[config.mk]
export PLATFORM = sky130hd
export DESIGN_NAME = first_fit_block_allocator
export DESIGN_NICKNAME = d
export VERILOG_FILES = /design/src/hw/rtl/ffba_pkg.sv /design/src/hw/rtl/ffba_alu.sv /design/src/hw/rtl/ffba_table.sv /design/src/hw/rtl/ffba_ctrl.sv /design/src/hw/rtl/first_fit_block_allocator.sv
export VERILOG_INCLUDE_DIRS = /design/src /design/src/hw/rtl
export SDC_FILE = /design/constraint.sdc
export NUM_CORES = 2
export LEC_CHECK = 0
export BUFFER_PORTS_ARGS = -buffer_cell sky130_fd_sc_hd__buf_2
export CORE_MARGIN = 2
export CORE_UTILIZATION = 40
export DETAILED_ROUTE_END_ITERATION = 8
export PLACE_DENSITY = 0.61
export SYNTH_ARGS = -nofsm -noshare
export SYNTH_HDL_FRONTEND = slang
export SYNTH_HIERARCHICAL = 1
export SYNTH_SLANG_ARGS = --single-unit
[constraint.sdc]
create_clock -name clk -period 6.8 [get_ports clk]
set_clock_uncertainty 0.1 [all_clocks]
set_input_delay 0.68 -clock clk [delete_from_list [all_inputs] [get_ports clk]]
set_output_delay 0.68 -clock clk [all_outputs]
set_load 0.02 [all_outputs]
[src/hw/rtl/first_fit_block_allocator_defines.svh]
// ----------------------------------------------------------------------------
// First-fit block allocator assertion macros
// Shared property templates for the allocator's concurrent checks.
// ----------------------------------------------------------------------------
`ifndef FIRST_FIT_BLOCK_ALLOCATOR_DEFINES_SVH
`define FIRST_FIT_BLOCK_ALLOCATOR_DEFINES_SVH

// The consequent must hold in the same cycle as the antecedent.
`define FFBA_ASSERT_NOW(lbl, ante, cons, msg) \
	lbl: assert property (@(posedge clk) disable iff (!arst_n) (ante) |-> (cons)) else $error(msg);

// The consequent must hold in the cycle after the antecedent.
`define FFBA_ASSERT_NEXT(lbl, ante, cons, msg) \
	lbl: assert property (@(posedge clk) disable iff (!arst_n) (ante) |=> (cons)) else $error(msg);

`endif

[src/hw/rtl/ffba_pkg.sv]
// ----------------------------------------------------------------------------
// First-fit block allocator package
// Widths, codes, shared types and the table reserve function.
// ----------------------------------------------------------------------------
package ffba_pkg;

	localparam int MAX_BLOCKS  = 64;
	localparam int ENTRY_BYTES = 16;
	localparam int IDX_W       = $clog2(MAX_BLOCKS);
	localparam int CNT_W       = IDX_W + 1;
	localparam int RES_W       = $clog2(ENTRY_BYTES * (MAX_BLOCKS + 1) + 1);

	localparam int ADDR_W = 32;
	localparam int LOC_W  = ADDR_W + 1;
	localparam int TMP_W  = ADDR_W + 2;
	localparam int SUM_W  = ADDR_W + 3;
	localparam int CFG_IDX_W = 1;

	localparam logic [LOC_W-1:0] REGION_TOP = LOC_W'(1) << ADDR_W;

	localparam logic [1:0] ST_GRANT    = 2'd0;
	localparam logic [1:0] ST_NO_SPACE = 2'd1;
	localparam logic [1:0] ST_FULL     = 2'd2;

	localparam logic [CFG_IDX_W-1:0] REG_REGION_BASE  = 1'd0;
	localparam logic [CFG_IDX_W-1:0] REG_REGION_BYTES = 1'd1;

	typedef struct packed {
		logic [TMP_W-1:0]  a;
		logic [ADDR_W-1:0] b;
		logic [TMP_W-1:0]  c;
	} alu_req_t;

	typedef struct packed {
		logic [IDX_W-1:0]  raddr;
		logic              we;
		logic [IDX_W-1:0]  waddr;
		logic [ADDR_W-1:0] wstart;
		logic [ADDR_W-1:0] wlen;
	} tbl_req_t;

	typedef struct packed {
		logic             busy;
		logic [CNT_W-1:0] count;
	} ctrl_stat_t;

	// Table space that must stay free above the blocks once one more entry is added.
	function automatic logic [RES_W-1:0] reserve_bytes(input logic [CNT_W-1:0] cnt);
		logic [RES_W-1:0] slots;
		slots = RES_W'(cnt) + RES_W'(2);
		return RES_W'(slots * RES_W'(ENTRY_BYTES));
	endfunction

endpackage

[src/hw/rtl/ffba_alu.sv]
// ----------------------------------------------------------------------------
// Shared add and compare unit
// Forms a + b and tests the sum against a bound c.
// ----------------------------------------------------------------------------
module ffba_alu (
	input  ffba_pkg::alu_req_t         req,
	output logic [ffba_pkg::SUM_W-1:0] sum,
	output logic                       le
);
	import ffba_pkg::*;

	assign sum = SUM_W'(req.a) + SUM_W'(req.b);
	assign le  = (sum <= SUM_W'(req.c));

endmodule

[src/hw/rtl/ffba_table.sv]
// ----------------------------------------------------------------------------
// Block table memory
// Start and length of each allocated block, one write and one registered read.
// ----------------------------------------------------------------------------
module ffba_table (
	input  logic                        clk,
	input  ffba_pkg::tbl_req_t          req,
	output logic [ffba_pkg::ADDR_W-1:0] rstart,
	output logic [ffba_pkg::ADDR_W-1:0] rlen
);
	import ffba_pkg::*;

	logic [ADDR_W-1:0] start_mem [MAX_BLOCKS];
	logic [ADDR_W-1:0] len_mem   [MAX_BLOCKS];
	logic [ADDR_W-1:0] rstart_q;
	logic [ADDR_W-1:0] rlen_q;

	always_ff @(posedge clk) begin
		if (req.we) begin
			start_mem[req.waddr] <= req.wstart;
			len_mem[req.waddr]   <= req.wlen;
		end
		rstart_q <= start_mem[req.raddr];
		rlen_q   <= len_mem[req.raddr];
	end

	assign rstart = rstart_q;
	assign rlen   = rlen_q;

endmodule

[src/hw/rtl/ffba_ctrl.sv]
// ----------------------------------------------------------------------------
// Allocator sequencer
// Walks the table with the shared unit, then shifts and inserts the new entry.
// ----------------------------------------------------------------------------
module ffba_ctrl (
	input  logic                          clk,
	input  logic                          arst_n,
	input  logic                          start,
	input  logic [ffba_pkg::ADDR_W-1:0]   request_size,
	input  logic [ffba_pkg::ADDR_W-1:0]   region_base,
	input  logic [ffba_pkg::ADDR_W-1:0]   region_bytes,
	input  logic [ffba_pkg::SUM_W-1:0]    alu_sum,
	input  logic                          alu_le,
	input  logic [ffba_pkg::ADDR_W-1:0]   rstart,
	input  logic [ffba_pkg::ADDR_W-1:0]   rlen,
	output ffba_pkg::alu_req_t            alu_req,
	output ffba_pkg::tbl_req_t            tbl_req,
	output ffba_pkg::ctrl_stat_t          stat,
	output logic                          done,
	output logic [1:0]                    status,
	output logic [ffba_pkg::ADDR_W-1:0]   grant_address
);
	import ffba_pkg::*;

	typedef enum logic [3:0] {
		S_IDLE, S_RE, S_LAST_ADDR, S_LAST_SUM, S_LAST_FIT, S_ENT_GAP, S_ENT_STEP,
		S_END_SUM, S_END_FIT, S_INS_RD, S_INS_WR, S_INS_FIN
	} state_t;

	state_t            state_q;
	logic [CNT_W-1:0]  cnt_q;
	logic [IDX_W-1:0]  idx_q;
	logic [IDX_W-1:0]  pos_q;
	logic [IDX_W-1:0]  j_q;
	logic              done_q;
	logic [1:0]        status_q;
	logic [ADDR_W-1:0] grant_q;

	logic [ADDR_W-1:0] size_q;
	logic [LOC_W-1:0]  loc_q;
	logic [TMP_W-1:0]  tmp_q;
	logic [LOC_W-1:0]  rend_q;
	logic              lastfit_q;

	logic [RES_W-1:0]  reserve;
	logic [LOC_W-1:0]  rend_d;
	logic [IDX_W-1:0]  last_idx;
	logic [IDX_W-1:0]  cnt_idx;

	assign reserve  = reserve_bytes(cnt_q);
	assign last_idx = IDX_W'(cnt_q - CNT_W'(1));
	assign cnt_idx  = cnt_q[IDX_W-1:0];
	assign rend_d   = (alu_sum[ADDR_W] && (alu_sum[ADDR_W-1:0] != '0)) ?
	                  REGION_TOP : alu_sum[LOC_W-1:0];

	always_comb begin
		alu_req        = '0;
		tbl_req.raddr  = idx_q;
		tbl_req.we     = 1'b0;
		tbl_req.waddr  = j_q;
		tbl_req.wstart = rstart;
		tbl_req.wlen   = rlen;
		case (state_q)
			S_RE: begin
				alu_req.a = TMP_W'(region_base);
				alu_req.b = region_bytes;
			end
			S_LAST_SUM: begin
				alu_req.a = TMP_W'(rstart);
				alu_req.b = rlen;
			end
			S_LAST_FIT: begin
				alu_req.a     = tmp_q;
				alu_req.b     = ADDR_W'(reserve);
				alu_req.c     = TMP_W'(rend_q);
				tbl_req.raddr = '0;
			end
			S_ENT_GAP: begin
				alu_req.a = TMP_W'(loc_q);
				alu_req.b = size_q;
				alu_req.c = TMP_W'(rstart);
			end
			S_ENT_STEP: begin
				alu_req.a     = TMP_W'(rstart);
				alu_req.b     = rlen;
				tbl_req.raddr = idx_q + IDX_W'(1);
			end
			S_END_SUM: begin
				alu_req.a = TMP_W'(loc_q);
				alu_req.b = size_q;
			end
			S_END_FIT: begin
				alu_req.a = tmp_q;
				alu_req.b = ADDR_W'(reserve);
				alu_req.c = TMP_W'(rend_q);
			end
			S_INS_RD: begin
				tbl_req.raddr = j_q - IDX_W'(1);
			end
			S_INS_WR: begin
				tbl_req.raddr = j_q - IDX_W'(2);
				tbl_req.we    = 1'b1;
			end
			S_INS_FIN: begin
				tbl_req.we     = 1'b1;
				tbl_req.waddr  = pos_q;
				tbl_req.wstart = loc_q[ADDR_W-1:0];
				tbl_req.wlen   = size_q;
			end
			default: begin
			end
		endcase
	end

	always_ff @(posedge clk or negedge arst_n) begin
		if (!arst_n) begin
			state_q  <= S_IDLE;
			cnt_q    <= '0;
			idx_q    <= '0;
			pos_q    <= '0;
			j_q      <= '0;
			done_q   <= 1'b0;
			status_q <= ST_GRANT;
			grant_q  <= '0;
		end else begin
			done_q <= 1'b0;
			case (state_q)
				S_IDLE: begin
					if (start) begin
						if (cnt_q == CNT_W'(MAX_BLOCKS)) begin
							done_q   <= 1'b1;
							status_q <= ST_FULL;
							grant_q  <= '0;
						end else begin
							state_q <= S_RE;
						end
					end
				end
				S_RE: begin
					if (cnt_q == '0) begin
						state_q <= S_END_SUM;
					end else begin
						idx_q   <= last_idx;
						state_q <= S_LAST_ADDR;
					end
				end
				S_LAST_ADDR: begin
					state_q <= S_LAST_SUM;
				end
				S_LAST_SUM: begin
					state_q <= S_LAST_FIT;
				end
				S_LAST_FIT: begin
					idx_q   <= '0;
					state_q <= S_ENT_GAP;
				end
				S_ENT_GAP: begin
					if (alu_le && lastfit_q) begin
						pos_q   <= idx_q;
						j_q     <= cnt_idx;
						state_q <= (cnt_idx == idx_q) ? S_INS_FIN : S_INS_RD;
					end else begin
						state_q <= S_ENT_STEP;
					end
				end
				S_ENT_STEP: begin
					if (idx_q == last_idx) begin
						state_q <= S_END_SUM;
					end else begin
						idx_q   <= idx_q + IDX_W'(1);
						state_q <= S_ENT_GAP;
					end
				end
				S_END_SUM: begin
					state_q <= S_END_FIT;
				end
				S_END_FIT: begin
					if (alu_le && !loc_q[ADDR_W]) begin
						pos_q   <= cnt_idx;
						j_q     <= cnt_idx;
						state_q <= S_INS_FIN;
					end else begin
						done_q   <= 1'b1;
						status_q <= ST_NO_SPACE;
						grant_q  <= '0;
						state_q  <= S_IDLE;
					end
				end
				S_INS_RD: begin
					state_q <= S_INS_WR;
				end
				S_INS_WR: begin
					j_q <= j_q - IDX_W'(1);
					if ((j_q - IDX_W'(1)) == pos_q) begin
						state_q <= S_INS_FIN;
					end
				end
				S_INS_FIN: begin
					cnt_q    <= cnt_q + CNT_W'(1);
					done_q   <= 1'b1;
					status_q <= ST_GRANT;
					grant_q  <= loc_q[ADDR_W-1:0];
					state_q  <= S_IDLE;
				end
				default: begin
					state_q <= S_IDLE;
				end
			endcase
		end
	end

	always_ff @(posedge clk) begin
		case (state_q)
			S_IDLE: begin
				if (start) begin
					size_q <= request_size;
					loc_q  <= LOC_W'(region_base);
				end
			end
			S_RE: begin
				rend_q <= rend_d;
			end
			S_LAST_SUM: begin
				tmp_q <= alu_sum[TMP_W-1:0];
			end
			S_LAST_FIT: begin
				lastfit_q <= alu_le;
			end
			S_ENT_STEP: begin
				loc_q <= alu_sum[LOC_W-1:0];
			end
			S_END_SUM: begin
				tmp_q <= alu_sum[TMP_W-1:0];
			end
			default: begin
			end
		endcase
	end

	assign stat.busy     = (state_q != S_IDLE);
	assign stat.count    = cnt_q;
	assign done          = done_q;
	assign status        = status_q;
	assign grant_address = grant_q;

endmodule

[src/hw/rtl/first_fit_block_allocator.sv]
// ----------------------------------------------------------------------------
// First-fit block allocator
// Grants blocks from a managed region by a first-fit walk of a sorted table.
// ----------------------------------------------------------------------------
// A request is taken when start is high and busy is low. The single add and
// compare unit is used twice per visited entry, and on insertion the table,
// with one read and one write per cycle, moves one later entry per cycle. A
// full table answers in the cycle right after the transfer. The result appears
// for exactly one cycle with done high and must be captured then, since the
// receiver cannot stall it; busy is already low in that cycle. Configuration
// writes are taken at any edge with cfg_we high and must only be issued while
// the block is idle.
module first_fit_block_allocator (
	input  logic                           clk,
	input  logic                           arst_n,
	input  logic                           start,
	output logic                           busy,
	input  logic [ffba_pkg::ADDR_W-1:0]    request_size,
	output logic                           done,
	output logic [1:0]                     status,
	output logic [ffba_pkg::ADDR_W-1:0]    grant_address,
	input  logic                           cfg_we,
	input  logic [ffba_pkg::CFG_IDX_W-1:0] cfg_index,
	input  logic [ffba_pkg::ADDR_W-1:0]    cfg_data
);
	import ffba_pkg::*;
	`include "first_fit_block_allocator_defines.svh"

	logic [ADDR_W-1:0] region_base_q;
	logic [ADDR_W-1:0] region_bytes_q;
	alu_req_t          alu_req;
	logic [SUM_W-1:0]  alu_sum;
	logic              alu_le;
	tbl_req_t          tbl_req;
	logic [ADDR_W-1:0] rstart;
	logic [ADDR_W-1:0] rlen;
	ctrl_stat_t        stat;
	logic              table_full;

	always_ff @(posedge clk or negedge arst_n) begin
		if (!arst_n) begin
			region_base_q  <= 32'h0060_0000;
			region_bytes_q <= 32'd100000;
		end else if (cfg_we) begin
			case (cfg_index)
				REG_REGION_BASE:  region_base_q  <= cfg_data;
				REG_REGION_BYTES: region_bytes_q <= cfg_data;
				default: begin
				end
			endcase
		end
	end

	ffba_ctrl u_ctrl (
		.clk           (clk),
		.arst_n        (arst_n),
		.start         (start),
		.request_size  (request_size),
		.region_base   (region_base_q),
		.region_bytes  (region_bytes_q),
		.alu_sum       (alu_sum),
		.alu_le        (alu_le),
		.rstart        (rstart),
		.rlen          (rlen),
		.alu_req       (alu_req),
		.tbl_req       (tbl_req),
		.stat          (stat),
		.done          (done),
		.status        (status),
		.grant_address (grant_address)
	);

	ffba_alu u_alu (
		.req (alu_req),
		.sum (alu_sum),
		.le  (alu_le)
	);

	ffba_table u_table (
		.clk    (clk),
		.req    (tbl_req),
		.rstart (rstart),
		.rlen   (rlen)
	);

	assign busy       = stat.busy;
	assign table_full = (stat.count == CNT_W'(MAX_BLOCKS));

	`FFBA_ASSERT_NOW(a_done_idle, done, !busy, "result strobe while busy")
	`FFBA_ASSERT_NEXT(a_accept_busy, start && !busy && !table_full, busy, "request did not start")
	`FFBA_ASSERT_NOW(a_fail_zero, done && (status != ST_GRANT), grant_address == '0, "address on fail")
	`FFBA_ASSERT_NOW(a_full_count, done && (status == ST_FULL), table_full, "full with free entries")

endmodule
==> impl_results.md <==
* Combinational share of power at between 40% and 50%
* Worst setup path class: flop to flop
* First-pass GRT wire length at 751 mm
* DR iter-0 viols at 14800
* Final instance area at slightly below 0.2 mm2
* # clock sinks at between 4000 and 5000
* Synthesis-stage register bit count at approximately 4400
* Clock power share at 22.2%
* Number of synthesized flops with an enable pin at between 4000 and 5000
* CP Max Fanout at 16
* # nets final at slightly below 9000
* HP Class: input pin to flop
* Row cnt at 240
* Area taken by flip-flops and latches at roughly 0.13 mm2
* Hold Violations, Final at 0
* GRT overflow at 0
* Slew at the pin closest to its max-slew limit at around 1.4 ns
* Port Buffers at 104
* Total I/O pin count at approximately 110
* Sum of buffers and inverters on the critical path at 7
* Share of layout cells above drive strength 1 at roughly 27%
* Top cells by instance count after synthesis: 4229 x edfxtp_1, 1024 x mux4_2, 418 x nand2_1, 258 x a22oi_1, 181 x buf_2
* Yosys top cell area share at 74.0%
* Relative slew slack at approximately 5.8%
* Die area at roughly 0.43 mm2
* Die W at roughly 660 um
* Total global-route track usage at between 20% and 30%
* Largest net degree at the start of global routing at 97
* Int Power at between 60 and 70 mW
* Synthesized cell area at between 0.15 and 0.2 mm2
* Pwr/cell area at about 540 mW/mm2
* VDD IR-drop max at around 0.48 mV
* CP top delay family: compound AO/OA/AOI/OAI gates
* Post-synthesis sequential area ratio at about three quarters
* Setup violators final at 0
* Antenna violations before repair at between 40 and 50
* Post-synth top area cell: edfxtp_1
* Core Box Area at 0.427 mm2
* Initial core utilization at between 40% and 50%
* Clk slew on worst S/H paths at 0.07 ns
* Sw Share at 37.7%
* Post-Route Setup TNS at 0 ns
* CTS root buf: clkbuf_16
* Crit path DAT at 7.37 ns
* Placer Congestion at about 0.91
* Tot Pwr at 108 mW
* Critical Path RT at 7.62 ns
* CP endpoint kind: flop
* Vias in the first global route at ~90000
* Post-synth ARST share at about 2.9%
* Seq pwr share at between 30% and 40%
* Leakage at between 60 and 70 nW
* Worst path slowest cell: dfrtp_1
* Run status: finished, violations left
* CTS H-tree depth at 5
* Synthesis Warnings at 6
* HPWL Detailed at 312 mm
* Fmax at roughly 150 MHz
* Most used DFF post-synth: edfxtp_1
* CTS tree: built
* Clk buf depth at 4
* Filler cell count at between 30000 and 40000
* Nature of the critical path startpoint: flop
* Vias at slightly above 90000
* Most used cell, CP: buf_4
* Die height at about 660 um
* Worst-Skew Late Latency at 1.02 ns
* Max-slew violations at 0
* Top-count cell post-synth: edfxtp_1
* Worst setup margin at roughly 0.25 ns
* Avg Inst Size Synth at 21.1 um2
* Largest cells by area after synthesis: edfxtp_1 74%, mux4_2 13%, dfrtp_1 1.7%, a22oi_1 1.1%, nand2_1 0.91%
* MaxCap Viol Count at 0
* DR vias/cell at 6.26
* Failing checks: design-rule violations
* Total CTS buffers at about 440
* Final Cycle Share at a little over nine tenths
* Post-Syn Instances at around 8100
* Largest stage delay, worst path at about 0.44 ns
* Routed length per instance at 37.3 um
* Area grow syn2layout at 15.2%
* Placed cell area at approximately 0.18 mm2
* Sw Pwr at between 40 and 50 mW
* Final WL at between 500 and 600 mm
* Multi-input gate area at around 0.038 mm2
* Routed Antenna Nets at 0
* Pre-Repair DR Iteration Count at 9
* Reg2Reg Setup Slack at between 0.2 and 0.3 ns
* Syn Nets at roughly 8300
* Synth cell types at 101
* Pre-CTS setup slack at -0.115 ns
* Min Clock Period, post-route at between 6 and 7 ns
* DRC viols at 3
power by group through the flow:
stage / clock [mW] / combinational (mW) / sequential, mW
finish: 23.9 / 47.1 / 36.6
floorplan: 0 / 28.4 / 36.7
detailed placement: 0 / 46.3 / 37.1
CTS: 24.1 / 46.6 / 36.6
global route: 25.1 / 49.3 / 36.6
global placement: 0 / 45.9 / 37.1
routing by layer:
| layer | up-vias | wire length (um) | global-route usage, % |
|---|---|---|---|
| li1 | 35400 | - | - |
| met1 | 50300 | 213000 | 34.7 |
| met2 | 5876 | 257000 | 39.2 |
| met3 | 1028 | 61300 | 5.38 |
| met4 | 16 | 20800 | 8.21 |
| met5 | - | 105 | 0 |
cell type report:
type / instances / area share, %
sequential: 4421 / 66.5
clock buffer: 593 / 6.06
antenna: 29 / 0.0367
clock inverter: 210 / 1.03
inverter: 79 / 0.150
multi-input combinational: 3147 / 19.4
timing repair buffer: 636 / 3.29
tap: 5687 / 3.60
worst paths after layout:
check | from | endpoint | depth (start not counted)
min in group asynchronous | arst_n | region_base_q[18]$_DFFE_PN0P_ | 2
setup / recovery | u_ctrl/state_q[2]$_DFFE_PN0P_ | u_ctrl/j_q[3]$_DFFE_PN0P_ | 29
setup reg to reg | u_ctrl/state_q[2]$_DFFE_PN0P_ | u_ctrl/j_q[3]$_DFFE_PN0P_ | 29
hold / removal | cfg_data[22] | region_bytes_q[22]$_DFFE_PN0P_ | 2
max in group asynchronous | arst_n | region_bytes_q[11]$_DFFE_PN0P_ | 3
hold reg to reg | u_ctrl/grant_address[12]$_DFFE_PN0P_ | u_ctrl/grant_address[12]$_DFFE_PN0P_ | 1
stage by stage:
stage | std cells | util (%) | hold WS, ns
after floorplan | 8124 | - | 0.284
after global placement | 13900 | 42.8 | 0.382
after detailed placement | 13900 | 42.8 | 0.384
after CTS | 14800 | 46.2 | 0.00216
after global routing | 14800 | 46.3 | 0.0305
final | 14800 | 46.3 | 0.0598
cell usage in the layout, fill, tap and decap left out, types with 29 or more instances in the layout:
cell           netlist  layout
mux2_2              58      57
o22ai_1            108     108
a211oi_1            69      68
buf_2              181     103
a22o_1              65      65
inv_1               76      75
nor2_4               1      69
nor2_1             149      81
a21oi_1             80      76
and2_1              44      40
clkbuf_8             0      35
o221ai_1            65      65
clkinv_2             0      66
a22oi_1            258     258
buf_4               52     321
mux4_2            1024    1024
nand2_1            418     386
dfrtp_1            120     120
mux2i_1             96      96
o21ai_0             53      48
clkinv_1             0      77
xnor2_1             37      37
clkbuf_1           175     116
buf_12               0     145
a222oi_1            64      64
dfxtp_1             64      64
o211a_1             64      64
bufinv_16            0      31
dlygate4sd3_1        0      65
ha_1                74      72
diode_2              0      29
clkbuf_16            0     442
nand3_1            160     159
edfxtp_1          4229    4229
state kept, by name, summed over array words and instances, names as in the netlist:
register and cells:
u_ctrl/tmp_q 34, u_ctrl/cnt_q 7, u_table/len_mem 2048, region_base_q 32, u_ctrl/j_q 6, u_ctrl/loc_q 33
u_ctrl/grant_address 32, u_table/start_mem 2048, u_ctrl/done 1, u_ctrl/state_q 4, u_ctrl/idx_q 6, region_bytes_q 32
u_ctrl/rend_q 33, u_table/rstart 32, u_ctrl/size_q 32, u_ctrl/lastfit_q 1, u_ctrl/pos_q 6, u_ctrl/status 2
u_table/rlen 32
worst register-to-register path, delay by kind of cell (launching register included):
kind                     cells  cell delay, ns
buffers and inverters        7            1.19
XOR/XNOR                     1            0.11
AND/OR/NAND/NOR              9            1.78
adder cells (fa/ha/maj)      3            0.98
flip-flops                   1            0.44
AO/OA/AOI/OAI                9            1.85
logic make-up (layout without fill, tap and decap cells):
| family | after synthesis | in the layout | synth area share (%) |
|---|---|---|---|
| AO/OA/AOI/OAI | 920 | 920 | 4.06 |
| XOR/XNOR | 65 | 65 | 0.340 |
| adder cells (fa/ha/maj) | 75 | 75 | 0.551 |
| buffers and inverters | 556 | 1518 | 1.58 |
| flip-flops | 4421 | 4421 | 76.6 |
| multiplexers | 1190 | 1190 | 14.5 |
| other | 1 | 30 | 0.00218 |
| AND/OR/NAND/NOR | 896 | 896 | 2.40 |
what timing repair did:
action | 4_1_cts | 5_1_grt
hold buffers | 65 | 0
pin swaps | 0 | 6
endpoints found under the hold margin | 158 | 0
resized for setup | 2 | 18
setup endpoints to repair | 45 | 50
buffers inserted | 0 | 3
gates cloned | 0 | 0
No activity file was read; power rests on OpenSTA's default activity.
